==> src/rtl/phfu_pkg.sv <==
// ----------------------------------------------------------------------------
// phfu_pkg
// Shared types, constants and decode helpers for the hazard/forwarding unit.
// ----------------------------------------------------------------------------
`default_nettype none

package phfu_pkg;

    localparam int REG_INDEX_BITS = 5;
    localparam int CLASS_BITS     = 3;
    localparam int FLAG_BITS      = 2;

    typedef logic [REG_INDEX_BITS-1:0] t_reg_idx;
    typedef logic [FLAG_BITS-1:0]      t_dest_flags;

    // Flag bit positions inside a dest_flags field
    localparam int FLAG_WRITE = 0;
    localparam int FLAG_LOAD  = 1;

    typedef enum logic [CLASS_BITS-1:0] {
        CL_RTYPE = 3'd0,   // reads rs, rt
        CL_SHIFT = 3'd1,   // reads rt
        CL_JR    = 3'd2,   // reads rs in decode
        CL_IMM   = 3'd3,   // immediate or load, reads rs
        CL_STORE = 3'd4,   // reads rs, rt
        CL_BEQ   = 3'd5,   // BEQ/BNE, reads rs, rt in decode
        CL_BGTZ  = 3'd6,   // reads rs in decode
        CL_NONE  = 3'd7    // reads nothing
    } t_iclass;

    typedef struct packed {
        logic rd_t;
        logic rd_s;
    } t_reads;

    typedef struct packed {
        t_iclass     id_class;
        t_reg_idx    id_src_s;
        t_reg_idx    id_src_t;
        t_iclass     ex_class;
        t_reg_idx    ex_src_s;
        t_reg_idx    ex_src_t;
        t_dest_flags ex_dest_flags;
        t_reg_idx    ex_dest;
        logic        ex_flush;
        t_dest_flags dm_dest_flags;
        t_reg_idx    dm_dest;
    } t_in_item;

    typedef struct packed {
        logic stall_res;
        logic fwd_s_to_decode;
        logic fwd_t_to_decode;
        logic fwd_s_to_execute;
        logic fwd_t_to_execute;
    } t_out_item;

    // Source operands read by each instruction class
    function automatic t_reads class_reads(input t_iclass cls);
        t_reads r;
        case (cls)
            CL_RTYPE: r = '{rd_t: 1'b1, rd_s: 1'b1};
            CL_SHIFT: r = '{rd_t: 1'b1, rd_s: 1'b0};
            CL_JR:    r = '{rd_t: 1'b0, rd_s: 1'b1};
            CL_IMM:   r = '{rd_t: 1'b0, rd_s: 1'b1};
            CL_STORE: r = '{rd_t: 1'b1, rd_s: 1'b1};
            CL_BEQ:   r = '{rd_t: 1'b1, rd_s: 1'b1};
            CL_BGTZ:  r = '{rd_t: 1'b0, rd_s: 1'b1};
            default:  r = '{rd_t: 1'b0, rd_s: 1'b0};
        endcase
        return r;
    endfunction

endpackage

`default_nettype wire

==> src/rtl/phfu_if.sv <==
// ----------------------------------------------------------------------------
// phfu_in_if / phfu_out_if
// Valid/ready channels carrying a pipeline snapshot and its hazard result.
// ----------------------------------------------------------------------------
`default_nettype none

interface phfu_in_if;
    logic                 valid;
    logic                 ready;
    logic [phfu_pkg::CLASS_BITS-1:0] id_class;
    phfu_pkg::t_reg_idx    id_src_s;
    phfu_pkg::t_reg_idx    id_src_t;
    logic [phfu_pkg::CLASS_BITS-1:0] ex_class;
    phfu_pkg::t_reg_idx    ex_src_s;
    phfu_pkg::t_reg_idx    ex_src_t;
    phfu_pkg::t_dest_flags ex_dest_flags;
    phfu_pkg::t_reg_idx    ex_dest;
    logic                 ex_flush;
    phfu_pkg::t_dest_flags dm_dest_flags;
    phfu_pkg::t_reg_idx    dm_dest;

    modport source (
        output valid, id_class, id_src_s, id_src_t, ex_class, ex_src_s, ex_src_t,
               ex_dest_flags, ex_dest, ex_flush, dm_dest_flags, dm_dest,
        input  ready
    );
    modport sink (
        input  valid, id_class, id_src_s, id_src_t, ex_class, ex_src_s, ex_src_t,
               ex_dest_flags, ex_dest, ex_flush, dm_dest_flags, dm_dest,
        output ready
    );
endinterface

interface phfu_out_if;
    logic valid;
    logic ready;
    logic stall_res;
    logic fwd_s_to_decode;
    logic fwd_t_to_decode;
    logic fwd_s_to_execute;
    logic fwd_t_to_execute;

    modport source (
        output valid, stall_res, fwd_s_to_decode, fwd_t_to_decode,
               fwd_s_to_execute, fwd_t_to_execute,
        input  ready
    );
    modport sink (
        input  valid, stall_res, fwd_s_to_decode, fwd_t_to_decode,
               fwd_s_to_execute, fwd_t_to_execute,
        output ready
    );
endinterface

`default_nettype wire

==> src/rtl/pipeline_hazard_forward_unit.sv <==
// ----------------------------------------------------------------------------
// pipeline_hazard_forward_unit
// Stall and forwarding decisions for a five-stage pipeline snapshot.
// ----------------------------------------------------------------------------
//  Channel  Dir  Port    Payload
//  -------  ---  ------  ------------------------------------------------------
//  in       in   i_in    decode/execute/memory stage snapshot (11 fields)
//  out      out  o_out   stall_res and four forwarding flags
//
//  The path runs through the input register, compare logic and the result register.
//  One item per cycle sustained while o_out is not stalled; the register index compares set the path.
//  Reset (i_rst_n low, synchronous) empties both registers.
//  A stall on o_out holds the result; i_in keeps accepting while the input
//  register can move on or is empty.
// ----------------------------------------------------------------------------
`default_nettype none

module pipeline_hazard_forward_unit (
    input  wire           i_clk,
    input  wire           i_rst_n,
    phfu_in_if.sink       i_in,
    phfu_out_if.source    o_out
);

    logic                 r_in_vld;
    phfu_pkg::t_in_item   r_in;
    logic                 r_out_vld;
    phfu_pkg::t_out_item  r_out;
    phfu_pkg::t_out_item  n_out;

    logic                 out_free;
    logic                 in_take;
    logic                 move;

    assign out_free = !r_out_vld || o_out.ready;
    assign move     = r_in_vld && out_free;
    assign in_take  = i_in.valid && i_in.ready;

    assign i_in.ready = !r_in_vld || out_free;

    always_ff @(posedge i_clk) begin
        if (!i_rst_n) begin
            r_in_vld  <= 1'b0;
            r_out_vld <= 1'b0;
        end else begin
            if (in_take) begin
                r_in_vld <= 1'b1;
            end else if (move) begin
                r_in_vld <= 1'b0;
            end
            if (move) begin
                r_out_vld <= 1'b1;
            end else if (o_out.ready) begin
                r_out_vld <= 1'b0;
            end
        end
    end

    always_ff @(posedge i_clk) begin
        if (in_take) begin
            r_in.id_class      <= phfu_pkg::t_iclass'(i_in.id_class);
            r_in.id_src_s      <= i_in.id_src_s;
            r_in.id_src_t      <= i_in.id_src_t;
            r_in.ex_class      <= phfu_pkg::t_iclass'(i_in.ex_class);
            r_in.ex_src_s      <= i_in.ex_src_s;
            r_in.ex_src_t      <= i_in.ex_src_t;
            r_in.ex_dest_flags <= i_in.ex_dest_flags;
            r_in.ex_dest       <= i_in.ex_dest;
            r_in.ex_flush      <= i_in.ex_flush;
            r_in.dm_dest_flags <= i_in.dm_dest_flags;
            r_in.dm_dest       <= i_in.dm_dest;
        end
        if (move) begin
            r_out <= n_out;
        end
    end

    // Hazard and forwarding logic
    logic              ex_w, ex_l, dm_w, dm_l;
    logic              ex_s, ex_t, dm_s, dm_t;
    logic              in_decode, ex_in_exec;
    logic              stall;
    phfu_pkg::t_reads  id_rd, ex_rd;

    always_comb begin
        ex_w = r_in.ex_dest_flags[phfu_pkg::FLAG_WRITE] && (r_in.ex_dest != '0);
        ex_l = r_in.ex_dest_flags[phfu_pkg::FLAG_LOAD]  && (r_in.ex_dest != '0);
        dm_w = r_in.dm_dest_flags[phfu_pkg::FLAG_WRITE] && (r_in.dm_dest != '0);
        dm_l = r_in.dm_dest_flags[phfu_pkg::FLAG_LOAD]  && (r_in.dm_dest != '0);

        id_rd = phfu_pkg::class_reads(r_in.id_class);
        ex_rd = phfu_pkg::class_reads(r_in.ex_class);

        in_decode  = r_in.id_class inside {phfu_pkg::CL_JR, phfu_pkg::CL_BEQ,
                                           phfu_pkg::CL_BGTZ};
        ex_in_exec = r_in.ex_class inside {phfu_pkg::CL_RTYPE, phfu_pkg::CL_SHIFT,
                                           phfu_pkg::CL_IMM, phfu_pkg::CL_STORE};

        ex_s = r_in.ex_dest == r_in.id_src_s;
        ex_t = r_in.ex_dest == r_in.id_src_t;
        dm_s = r_in.dm_dest == r_in.id_src_s;
        dm_t = r_in.dm_dest == r_in.id_src_t;

        stall = 1'b0;
        if (!in_decode) begin
            // younger execute-stage writer overrides the memory stage
            if (id_rd.rd_s && (dm_w || dm_l) && dm_s && !(ex_w && ex_s)) stall = 1'b1;
            if (id_rd.rd_t && (dm_w || dm_l) && dm_t && !(ex_w && ex_t)) stall = 1'b1;
        end else begin
            if (id_rd.rd_s && ex_w && ex_s) stall = 1'b1;
            if (id_rd.rd_t && ex_w && ex_t) stall = 1'b1;
            if (id_rd.rd_s && dm_l && dm_s) stall = 1'b1;
            if (id_rd.rd_t && dm_l && dm_t) stall = 1'b1;
        end
        if (id_rd.rd_s && ex_l && ex_s) stall = 1'b1;
        if (id_rd.rd_t && ex_l && ex_t) stall = 1'b1;

        n_out.stall_res        = stall && !r_in.ex_flush;
        n_out.fwd_s_to_decode  = in_decode && id_rd.rd_s && dm_w && dm_s;
        n_out.fwd_t_to_decode  = in_decode && id_rd.rd_t && dm_w && dm_t;
        n_out.fwd_s_to_execute = ex_in_exec && ex_rd.rd_s && dm_w
                                 && (r_in.dm_dest == r_in.ex_src_s);
        n_out.fwd_t_to_execute = ex_in_exec && ex_rd.rd_t && dm_w
                                 && (r_in.dm_dest == r_in.ex_src_t);
    end

    assign o_out.valid            = r_out_vld;
    assign o_out.stall_res        = r_out.stall_res;
    assign o_out.fwd_s_to_decode  = r_out.fwd_s_to_decode;
    assign o_out.fwd_t_to_decode  = r_out.fwd_t_to_decode;
    assign o_out.fwd_s_to_execute = r_out.fwd_s_to_execute;
    assign o_out.fwd_t_to_execute = r_out.fwd_t_to_execute;

endmodule

`default_nettype wire

==> src/flat_wrapper.sv <==
// flat-port wrapper written by rule: the top's interface ports become plain ports
module pipeline_hazard_forward_unit_flat 
  (i_clk, i_rst_n, i_in_valid, i_in_id_class, i_in_id_src_s, i_in_id_src_t, i_in_ex_class, i_in_ex_src_s, i_in_ex_src_t, i_in_ex_dest_flags, i_in_ex_dest, i_in_ex_flush, i_in_dm_dest_flags, i_in_dm_dest, i_in_ready, o_out_valid, o_out_stall_res, o_out_fwd_s_to_decode, o_out_fwd_t_to_decode, o_out_fwd_s_to_execute, o_out_fwd_t_to_execute, o_out_ready);
  phfu_in_if i_in_i ();
  phfu_out_if o_out_i ();
  input  wire i_clk;
  input  wire i_rst_n;
  input wire logic [$bits(i_in_i.valid)-1:0] i_in_valid;
  input wire logic [$bits(i_in_i.id_class)-1:0] i_in_id_class;
  input wire logic [$bits(i_in_i.id_src_s)-1:0] i_in_id_src_s;
  input wire logic [$bits(i_in_i.id_src_t)-1:0] i_in_id_src_t;
  input wire logic [$bits(i_in_i.ex_class)-1:0] i_in_ex_class;
  input wire logic [$bits(i_in_i.ex_src_s)-1:0] i_in_ex_src_s;
  input wire logic [$bits(i_in_i.ex_src_t)-1:0] i_in_ex_src_t;
  input wire logic [$bits(i_in_i.ex_dest_flags)-1:0] i_in_ex_dest_flags;
  input wire logic [$bits(i_in_i.ex_dest)-1:0] i_in_ex_dest;
  input wire logic [$bits(i_in_i.ex_flush)-1:0] i_in_ex_flush;
  input wire logic [$bits(i_in_i.dm_dest_flags)-1:0] i_in_dm_dest_flags;
  input wire logic [$bits(i_in_i.dm_dest)-1:0] i_in_dm_dest;
  output wire logic [$bits(i_in_i.ready)-1:0] i_in_ready;
  output wire logic [$bits(o_out_i.valid)-1:0] o_out_valid;
  output wire logic [$bits(o_out_i.stall_res)-1:0] o_out_stall_res;
  output wire logic [$bits(o_out_i.fwd_s_to_decode)-1:0] o_out_fwd_s_to_decode;
  output wire logic [$bits(o_out_i.fwd_t_to_decode)-1:0] o_out_fwd_t_to_decode;
  output wire logic [$bits(o_out_i.fwd_s_to_execute)-1:0] o_out_fwd_s_to_execute;
  output wire logic [$bits(o_out_i.fwd_t_to_execute)-1:0] o_out_fwd_t_to_execute;
  input wire logic [$bits(o_out_i.ready)-1:0] o_out_ready;
  assign i_in_i.valid = i_in_valid;
  assign i_in_i.id_class = i_in_id_class;
  assign i_in_i.id_src_s = i_in_id_src_s;
  assign i_in_i.id_src_t = i_in_id_src_t;
  assign i_in_i.ex_class = i_in_ex_class;
  assign i_in_i.ex_src_s = i_in_ex_src_s;
  assign i_in_i.ex_src_t = i_in_ex_src_t;
  assign i_in_i.ex_dest_flags = i_in_ex_dest_flags;
  assign i_in_i.ex_dest = i_in_ex_dest;
  assign i_in_i.ex_flush = i_in_ex_flush;
  assign i_in_i.dm_dest_flags = i_in_dm_dest_flags;
  assign i_in_i.dm_dest = i_in_dm_dest;
  assign i_in_ready = i_in_i.ready;
  assign o_out_valid = o_out_i.valid;
  assign o_out_stall_res = o_out_i.stall_res;
  assign o_out_fwd_s_to_decode = o_out_i.fwd_s_to_decode;
  assign o_out_fwd_t_to_decode = o_out_i.fwd_t_to_decode;
  assign o_out_fwd_s_to_execute = o_out_i.fwd_s_to_execute;
  assign o_out_fwd_t_to_execute = o_out_i.fwd_t_to_execute;
  assign o_out_i.ready = o_out_ready;
  pipeline_hazard_forward_unit u_core (.i_clk(i_clk), .i_rst_n(i_rst_n), .i_in(i_in_i), .o_out(o_out_i));
endmodule
==> config.mk <==
export PLATFORM = sky130hd
export DESIGN_NAME = pipeline_hazard_forward_unit_flat
export DESIGN_NICKNAME = d
export VERILOG_FILES = /design/src/rtl/phfu_pkg.sv /design/src/rtl/phfu_if.sv /design/src/rtl/pipeline_hazard_forward_unit.sv /design/src/flat_wrapper.sv
export SDC_FILE = /design/constraint.sdc
export NUM_CORES = 1
export LEC_CHECK = 0
export ABC_AREA = 1
export ABC_CLOCK_PERIOD_IN_PS = 2300
export BUFFER_PORTS_ARGS = -buffer_cell sky130_fd_sc_hd__buf_4
export CAP_MARGIN = 5
export CORE_AREA = 2 2 57 85
export CTS_CLUSTER_SIZE = 40
export DETAILED_ROUTE_END_ITERATION = 10
export DIE_AREA = 0 0 59 87
export PLACE_DENSITY = 0.67
export RECOVER_POWER = 50
export SYNTH_ARGS = -nofsm -noshare
export SYNTH_HDL_FRONTEND = slang
export SYNTH_SLANG_ARGS = --single-unit
==> constraint.sdc <==
create_clock -name i_clk -period 2.3 [get_ports i_clk]
set_clock_uncertainty 0.2 [all_clocks]
set_input_delay 0.23 -clock i_clk [delete_from_list [all_inputs] [get_ports i_clk]]
set_output_delay 0.23 -clock i_clk [all_outputs]
set_load 0.05 [all_outputs]
==> results of run 1 <==
[critical path, cell delays in order (launching register included)]
cell and delay (ps):
dfxtp_1 350, nand3_2 100, clkbuf_1 470
[worst max path at each step]
stage | startpoint | endpoint | slack, ps | depth (start not counted)
3_5_place_dp | u_core.r_in[2] | u_core.o_out.stall_res | 680 | 6
3_3_place_gp | u_core.r_in[2] | u_core.o_out.stall_res | 680 | 6
2_1_floorplan | u_core.o_out.valid | u_core.r_in[0] | 60 | 3
5_1_grt | u_core.r_in[2] | u_core.o_out.stall_res | 530 | 6
4_1_cts | u_core.r_in[2] | u_core.o_out.stall_res | 660 | 6
6_report | u_core.o_out.valid | i_in_ready | 660 | 2
[cell families after synthesis]
family / count (synthesis) / share of synthesized area [%]
simple gates: 71 / 13.9
xor+xnor: 16 / 6.85
flops: 48 / 69.4
buf+inv: 21 / 3.85
compound gates: 19 / 5.93
[cells in the final DEF (no fill, tap or decap)]
| cell type | instances |
|---|---|
| a21oi_1 | 4 |
| a21oi_2 | 2 |
| a221oi_1 | 2 |
| buf_4 | 4 |
| clkbuf_1 | 9 |
| clkbuf_4 | 41 |
| clkbuf_8 | 5 |
| clkinv_2 | 1 |
| clkinvlp_4 | 1 |
| dfxtp_1 | 2 |
| dlygate4sd3_1 | 43 |
| edfxtp_1 | 46 |
| inv_1 | 13 |
| inv_2 | 7 |
| nand2_1 | 44 |
| nand3_1 | 9 |
| nand3_2 | 1 |
| nor2_1 | 13 |
| nor2_2 | 1 |
| nor3_1 | 3 |
| o2111ai_1 | 1 |
| o21a_1 | 1 |
| o21ai_0 | 5 |
| o21ai_1 | 2 |
| o21ai_2 | 1 |
| o22ai_1 | 1 |
| xnor2_1 | 9 |
| xor2_1 | 7 |
[final cells by class]
type | instances | area, µm² | area share, %
clock inverter | 1 | 5.00 | 0.167
inverter | 21 | 82.6 | 2.76
multi-input combinational | 106 | 552 | 18.4
sequential | 48 | 1420 | 47.5
timing repair buffer | 95 | 795 | 26.6
tap | 48 | 60.1 | 2.01
clock buffer | 7 | 76.3 | 2.55
[power breakdown]
part	switching, mW	leakage [nW]	internal, mW	total (mW)
Combinational	0.102	0.723	0.135	0.237
Clock	0.250	0.0422	0.213	0.463
Sequential	0.0358	0.469	1.01	1.05
Total	0.388	1.23	1.36	1.75
[sequential cells by signal, indices dropped and copies added (netlist names)]
signal	cells
u_core.o_out.fwd_t_to_execute	1
u_core.o_out.fwd_t_to_decode	1
u_core.r_in_vld	1
u_core.o_out.valid	1
u_core.o_out.stall_res	1
u_core.o_out.fwd_s_to_decode	1
u_core.o_out.fwd_s_to_execute	1
u_core.r_in	41
[layer usage]
layer | vias to the layer above | part of all wire, % | track usage (%)
met4 | 0 | 1.3 | 6.61
li1 | 796 | - | -
met5 | - | 0 | 0
met1 | 705 | 36 | 18.1
met2 | 37 | 59 | 33.0
met3 | 5 | 3.6 | 3.27
[per-stage QoR]
stage	worst slack, ps	area [µm²]	hold WS (ps)
2_1_floorplan	62.4	2060	129
3_3_place_gp	679	2510	209
3_5_place_dp	677	2510	209
4_1_cts	662	3020	18.1
5_1_grt	532	2990	26.3
6_report	659	2990	27.7
[what timing repair did]
action,CTS,global route
hold buffers,43,0
setup buffers,0,0
endpoints found under the hold margin,43,0
==> results.cfg, run 1 <==
[clocking]
cts.htree.levels = 2
clk_pin_slew_ps = 80
cts-root-buf = clkbuf_8
numClockSinks = 48
ctsLongestPathBuffers = 2
post_cts_resized = 0
cts_tree = done
clk_latency_ps = 290
cts_buffers = 5

[critical_path]
worstSetupEndpointType = output pin
critPathLaunchType = flop
cp_max_fo = 4
r2r_start = u_core.o_out.valid
worstReg2RegEnd = u_core.r_in[10]
crit_type = reg -> out
rr_worst_depth = 4
cp.arrival_ps = 1210
rrSetupSlack_ps = 680
cp_data_required_time_ps = 1870

[routing]
dr_total_vias = 1543
dr.pass1.iters = 4
drc = 0
viasPerCell = 4.73
drt_wl_total_um = 3870
wire_per_inst_um = 11.9
postRouteAntennaNets = 0
first_iter_violations = 34

[synth]
yosysMostFrequentCell = edfxtp_1
netlist_area_um2 = 2050
yosysTopAreaCellShare_pct = 67.5
synthTopCellsByCount = edfxtp_1 (46), nand2_1 (44), inv_1 (14)
ys_warn_count = 0
synth_area_leaders = edfxtp_1 (67%), nand2_1 (8.1%), xnor2_1 (3.9%)
yosysTopAreaCell = edfxtp_1
dominantRegCellSynth = edfxtp_1
avgSynthCellArea_um2 = 11.7
synth.distinct_cells = 20
async_reset_ff_share_pct = 0
synth-edff-count = 46
synthCells = 175
syn_nets = 220
yosysSeqAreaShare_pct = 69.4
yosys_register_bits = 48

[placed_design]
io_buffers = 51
place.detailed.hpwl_um = 2680
place.gp.congestion = 0.841
dpl.cell_count = 275

[worst_hold_path]
hold_depth = 4
min-delay-start = o_out_ready
min_to = u_core.r_in_vld
hold_class = in -> reg

[layout]
antenna_cells = 0
n_fill_cell = 341
nets = 322
utilization_pct = 67.5
layout-drive-gt1-share_pct = 23.0
areaGrowthSynthToFinish_pct = 46.1
stdcell_count = 326

[timing]
fin_crit_sh_pct = 71.4
tightest_slew_ps = 599
hold_violations = 0
setup_violations = 0
period_needed_ps = 1640
rsz0062_at_grt = false
fmax_mhz = 609
setup_tns_ps = 0
max_slew_margin_pct = 60.2
maxSlewViolCount = 0

[floorplanning]
num_io_pins = 52
dieHeight_um = 87
row_count = 30
die_area_um2 = 5130
start_util_pct = 46.2
die_w_um = 59
core_um2 = 4430

[global_routing]
grt_overflow = 0
grt_pass1_wl_um = 6660
grt_pass1_vias = 1604
grt_max_degree = 42
antenna_found_initial = 0
grt_util_all_layers_pct = 17.4

[status]
outcome = completed

[power]
p_leak_nw = 1.23
total_power_mw = 1.75
peakVddDrop_uv = 432
power_density_nw_per_um2 = 585

[flow_run]
drv_cap = 0
Note: power is estimated with default switching activity, not from simulation.
==> run 2, diff against run 1 <==
--- a/config.mk
+++ b/config.mk
@@ -5,15 +5,15 @@
 export SDC_FILE = /design/constraint.sdc
 export NUM_CORES = 1
 export LEC_CHECK = 0
-export ABC_AREA = 1
-export ABC_CLOCK_PERIOD_IN_PS = 2300
+export ABC_AREA = 0
+export ABC_CLOCK_PERIOD_IN_PS = 1400
 export BUFFER_PORTS_ARGS = -buffer_cell sky130_fd_sc_hd__buf_4
 export CAP_MARGIN = 5
-export CORE_AREA = 2 2 57 85
+export CORE_AREA = 2 2 57 86
 export CTS_CLUSTER_SIZE = 40
 export DETAILED_ROUTE_END_ITERATION = 10
-export DIE_AREA = 0 0 59 87
-export PLACE_DENSITY = 0.67
+export DIE_AREA = 0 0 59 88
+export PLACE_DENSITY = 0.68
 export RECOVER_POWER = 50
 export SYNTH_ARGS = -nofsm -noshare
 export SYNTH_HDL_FRONTEND = slang
==> constraint.sdc (replaced) <==
create_clock -name i_clk -period 1.4 [get_ports i_clk]
set_clock_uncertainty 0.2 [all_clocks]
set_input_delay 0.14 -clock i_clk [delete_from_list [all_inputs] [get_ports i_clk]]
set_output_delay 0.14 -clock i_clk [all_outputs]
set_load 0.05 [all_outputs]
==> run 2 against run 1 <==
Effect of this change: power up 84%; critical path type is now reg -> reg; the run now ends with setup timing left; synthesized area decreased by 3.2%; critical endpoint is now u_core.o_out.stall_res; sequential share of layout area down 3.5 points.
==> results.cfg, run 2 <==
[critical_path]
cp_data_required_time_ps = 1320
cp_max_fo = 2
crit_type = reg -> reg
worstSetupEndpointType = flop
cp.arrival_ps = 1910
critPathLaunchType = flop

[layout]
layout_commonest_cell = edfxtp_1
nets = 296
n_fill_cell = 287
antenna_cells = 0
layout_common_cells = edfxtp_1 (46), dlygate4sd3_1 (43), clkbuf_4 (40)
areaGrowthSynthToFinish_pct = 63.5
layout-drive-gt1-share_pct = 38.5
largest_reg_flops = 41
regMostFlops = u_core.r_in
final_area_um2 = 3240

[synth]
yosys_register_bits = 48
ys_warn_count = 0
dominantRegCellSynth = edfxtp_1
synth.distinct_cells = 28
yosysTopAreaCellShare_pct = 69.7
syn_nets = 173
synthCells = 128
yosysSeqAreaShare_pct = 71.8
yosysTopAreaCell = edfxtp_1
netlist_area_um2 = 1980
synth-edff-count = 46
synthTopCellsByCount = edfxtp_1 (46), xnor2_1 (21), xor2_1 (10)
avgSynthCellArea_um2 = 15.5
synth_area_leaders = edfxtp_1 (70%), xnor2_1 (9.3%), xor2_1 (4.4%)
async_reset_ff_share_pct = 0
yosysMostFrequentCell = edfxtp_1

[clocking]
cts.htree.levels = 2
cts-root-buf = clkbuf_8
clk_pin_slew_ps = 90
numClockSinks = 48
cts_tree = done
ctsLongestPathBuffers = 2
clk_latency_ps = 300
cts_buffers = 5

[placed_design]
post_dp_cell_area_um2 = 2630
io_buffers = 51
place.gp.congestion = 0.812
place.detailed.hpwl_um = 2930

[power]
seq_power_share_pct = 53.5
combPwrFrac_pct = 15.0
power_frac_clock_pct = 31.5
swShare_pct = 22.4
p_switching_mw = 0.720
peakVddDrop_uv = 856
power_density_nw_per_um2 = 994
p_leak_nw = 1.24
intPower_mw = 2.50

[timing]
tightest_slew_ps = 266
hold_violations = 0
max_slew_margin_pct = 82.0
fin_crit_sh_pct = 142
setup_violations = 52
rsz0062_at_grt = true
fmax_mhz = 503
fin_ws_ps = -590
whs_ps = 112
period_needed_ps = 1990
maxSlewViolCount = 0

[floorplanning]
die_area_um2 = 5190
num_io_pins = 52
die_w_um = 59
start_util_pct = 44.7
row_count = 30
dieHeight_um = 88
core_um2 = 4430

[global_routing]
grt_use_met1_pct = 18.2
grt_pass1_vias = 1593
grt_overflow = 0
use_met2_pct = 35.9
grt_max_degree = 25
use_met3_pct = 5.76
grt_pass1_wl_um = 7050
grt_util_all_layers_pct = 18.9
antenna_found_initial = 0
grt.busiest_layer = met2

[worst_hold_path]
hold_class = in -> reg

[routing]
drc = 0
viasPerCell = 4.83
dr.pass1.iters = 4
drt_wl_total_um = 4390
wire_per_inst_um = 14.6
first_iter_violations = 31
postRouteAntennaNets = 0
dr_total_vias = 1448

[status]
outcome = finished, violations left
violations = setup timing

[flow_run]
drv_cap = 0
-- run 2: cell types whose count changed in the layout (fill, tap and decap cells not counted), moves of 3 or more --
cell and delta:
nand2_1 -43, buf_6 +3, xor2_1 +3, nor2b_1 +3, nor2_1 -8, buf_4 +26
inv_2 -7, nand3_1 -4, clkbuf_1 -7, o21ai_0 -4, xnor2_1 +12, inv_1 -12
-- run 2: cell families (layout without fill, tap and decap cells) --
family,after synthesis,in the layout,share of synthesized area [%]
XOR/XNOR,31,31,13.7
AND/OR/NAND/NOR,33,33,9.41
buffers and inverters,6,130,1.14
AO/OA/AOI/OAI,9,9,3.41
multiplexers,1,1,0.569
flip-flops,48,48,71.8
-- run 2: path summary, 6_finish.rpt --
kind	start	end	slack, ps	cells after the start
setup reg to reg	u_core.r_in[12]	u_core.o_out.stall_res	-590	5
hold reg to reg	u_core.r_in_vld	u_core.r_in_vld	390	2
hold / removal	o_out_ready	u_core.o_out.valid	110	4
setup / recovery	u_core.r_in[12]	u_core.o_out.stall_res	-590	5
-- run 2: what timing repair did --
action	CTS	global route
setup buffers	3	2
cloned	0	0
setup endpoints to repair	6	6
hold endpoints to repair	43	0
pin swaps	3	5
resized for setup	6	3
hold buffers	43	0
-- run 2: power groups by stage --
stage	combinational, mW	clock [mW]	sequential (mW)
global route	0.522	1.09	1.73
finish	0.483	1.01	1.72
CTS	0.486	1.02	1.72
floorplan	0.161	0	1.77
detailed placement	0.378	0	1.75
global placement	0.366	0	1.75
-- run 2: per-stage QoR --
step / setup WS (ps) / setup TNS (ps) / util [%] / power (mW) / std cells
final: -590 / -3000 / 73.1 / 3.22 / 300
after global routing: -667 / -6520 / 73.1 / 3.35 / 300
after CTS: -577 / -2260 / 72.8 / 3.23 / 298
after detailed placement: -600 / -2410 / 59.4 / 2.13 / 244
after global placement: -562 / -2340 / 59.4 / 2.12 / 244
after floorplan: -590 / -12960 / - / 1.93 / 128
-- run 2: area by class of cell --
class                      instances  area (µm²)  share of cell area [%]
clock buffer                       5        68.8                    2.13
clock inverter                     3        46.3                    1.43
inverter                           1        3.75                   0.116
multi-input combinational         74         592                    18.3
sequential                        48        1430                    44.0
tap                               48        60.1                    1.85
timing repair buffer             121        1040                    32.2
-- run 2: worst max-delay path, stage by stage, from the launching register on --
cell and delay, ps:
edfxtp_1 400, or4_4 560, nor2_4 100, nor4b_1 60
o32a_1 290, o41ai_2 200
-- run 2: routing by layer --
metal / up-vias / wire, µm
met1: 680 / 1450
li1: 716 / -
met3: 12 / 174
met4: 0 / 105
met5: - / 0
met2: 40 / 2660
==> run 3, diff against run 2 <==
--- a/config.mk
+++ b/config.mk
@@ -10,11 +10,12 @@
 export BUFFER_PORTS_ARGS = -buffer_cell sky130_fd_sc_hd__buf_4
 export CAP_MARGIN = 5
 export CORE_AREA = 2 2 57 86
-export CTS_CLUSTER_SIZE = 40
+export CTS_CLUSTER_SIZE = 20
 export DETAILED_ROUTE_END_ITERATION = 10
 export DIE_AREA = 0 0 59 88
 export PLACE_DENSITY = 0.68
 export RECOVER_POWER = 50
+export SETUP_SLACK_MARGIN = 0.05
 export SYNTH_ARGS = -nofsm -noshare
 export SYNTH_HDL_FRONTEND = slang
 export SYNTH_SLANG_ARGS = --single-unit
==> run 3 against run 2 <==
Effect of this change: combinational power up 4.3%; via count about the same; cell count unchanged; worst hold slack worse by 2.8 ps; critical path type unchanged; the flow still finishes with violations (setup timing).
==> results.cfg, run 3 (same netlist as run 2, synthesis figures left out) <==
[routing]
first_iter_violations = 20
drc = 0
dr_total_vias = 1447
drt_wl_total_um = 4340
wire_per_inst_um = 14.5
viasPerCell = 4.82
dr.pass1.iters = 4
postRouteAntennaNets = 0

[timing]
fmax_mhz = 495
maxSlewViolCount = 0
hold_violations = 0
setup_violations = 6
fin_crit_sh_pct = 144
period_needed_ps = 2020
rsz0062_at_grt = true
tightest_slew_ps = 279
fin_ws_ps = -620
max_slew_margin_pct = 81.2

[status]
outcome = finished, violations left
violations = setup timing

[global_routing]
grt_overflow = 0
grt_pass1_vias = 1679
grt_util_all_layers_pct = 19.1
grt_pass1_wl_um = 7200
grt_max_degree = 15
antenna_found_initial = 0

[layout]
nets = 296
antenna_cells = 0
regMostFlops = u_core.r_in
layout_commonest_cell = edfxtp_1
areaGrowthSynthToFinish_pct = 66.0
largest_reg_flops = 41
layout_common_cells = edfxtp_1 (46), dlygate4sd3_1 (43), buf_4 (42)
layout-drive-gt1-share_pct = 39.7

[power]
peakVddDrop_uv = 807
p_leak_nw = 1.27
total_power_mw = 3.18
power_density_nw_per_um2 = 967

[floorplanning]
start_util_pct = 44.7
die_area_um2 = 5190
num_io_pins = 52
core_um2 = 4430
row_count = 30
dieHeight_um = 88
die_w_um = 59

[critical_path]
cp.arrival_ps = 1920
crit_type = reg -> reg
worstSetupEndpointType = flop
cp_max_fo = 2
cp_data_required_time_ps = 1300
critPathLaunchType = flop

[clocking]
clk_latency_ps = 290
cts_tree = done
cts.htree.levels = 2
cts_buffers = 5
clk_pin_slew_ps = 80
ctsLongestPathBuffers = 2
numClockSinks = 48
cts-root-buf = clkbuf_8

[flow_run]
drv_cap = 0

[placed_design]
place.gp.congestion = 0.763
place.detailed.hpwl_um = 2980
place_ws_ps = -612
io_buffers = 51

[worst_hold_path]
hold_class = in -> reg
run 3: cell types whose count changed in the layout (fill, tap and decap cells not counted), moves of 2 or more:
cell and delta:
buf_4 +12, buf_8 +2, clkbuf_4 -13, nor2b_1 -2
nor2b_4 +2
run 3: worst paths after layout:
kind / endpoint / cells past startpoint / slack, ps / start
worst max-delay path: u_core.o_out.stall_res / 5 / -620 / u_core.r_in[12]
worst max register to register: u_core.o_out.stall_res / 5 / -620 / u_core.r_in[12]
worst min register to register: u_core.o_out.valid / 1 / 400 / u_core.r_in_vld
worst min-delay path: u_core.o_out.valid / 4 / 110 / o_out_ready
run 3: layer usage:
metal  part of all wire, %  global-route usage [%]
met5                     0                       0
met4                   2.0                    8.06
met3                   2.8                    3.84
met2                    61                    38.1
met1                    34                    17.9
run 3: cell type report:
type                            count  area (µm²)
Multi-Input combinational cell     74         607
Inverter                            1        3.75
Clock buffer                        6        72.6
Timing Repair Buffer              121        1080
Fill cell                         292        1140
Tap cell                           48        60.1
Clock inverter                      2        35.0
Sequential cell                    48        1430
run 3: repair_timing:
action,4_1_cts,5_1_grt
hold endpoints to repair,43,0
pin swaps,4,1
setup buffers,5,1
hold buffers,43,0
gates resized for setup,13,4
setup endpoints to repair,47,52
cloned,2,0
run 3: stage by stage:
stage	cell area, µm²	TNS, ps	utilization, %	hold WS, ps	std cells
global route	3290	-3330	74.2	116	300
global placement	2630	-2220	59.5	118	244
CTS	3330	-4230	75.1	91.2	302
floorplan	2040	-13090	-	38.9	128
finish	3290	-2390	74.2	109	300
detailed placement	2630	-2320	59.5	119	244
run 3: worst max-delay path: stages, from the launching register on:
cell and delay, ps:
edfxtp_1 380, or4_4 560, nor2_4 100, nor4b_1 60, o32a_1 290, o41ai_2 240
run 3: report_power, final:
group          leakage [nW]  switching, mW  internal (mW)  total, mW
registers             0.462         0.0552           1.66       1.72
clock network        0.0552          0.424          0.530      0.954
logic                 0.753          0.194          0.309      0.504
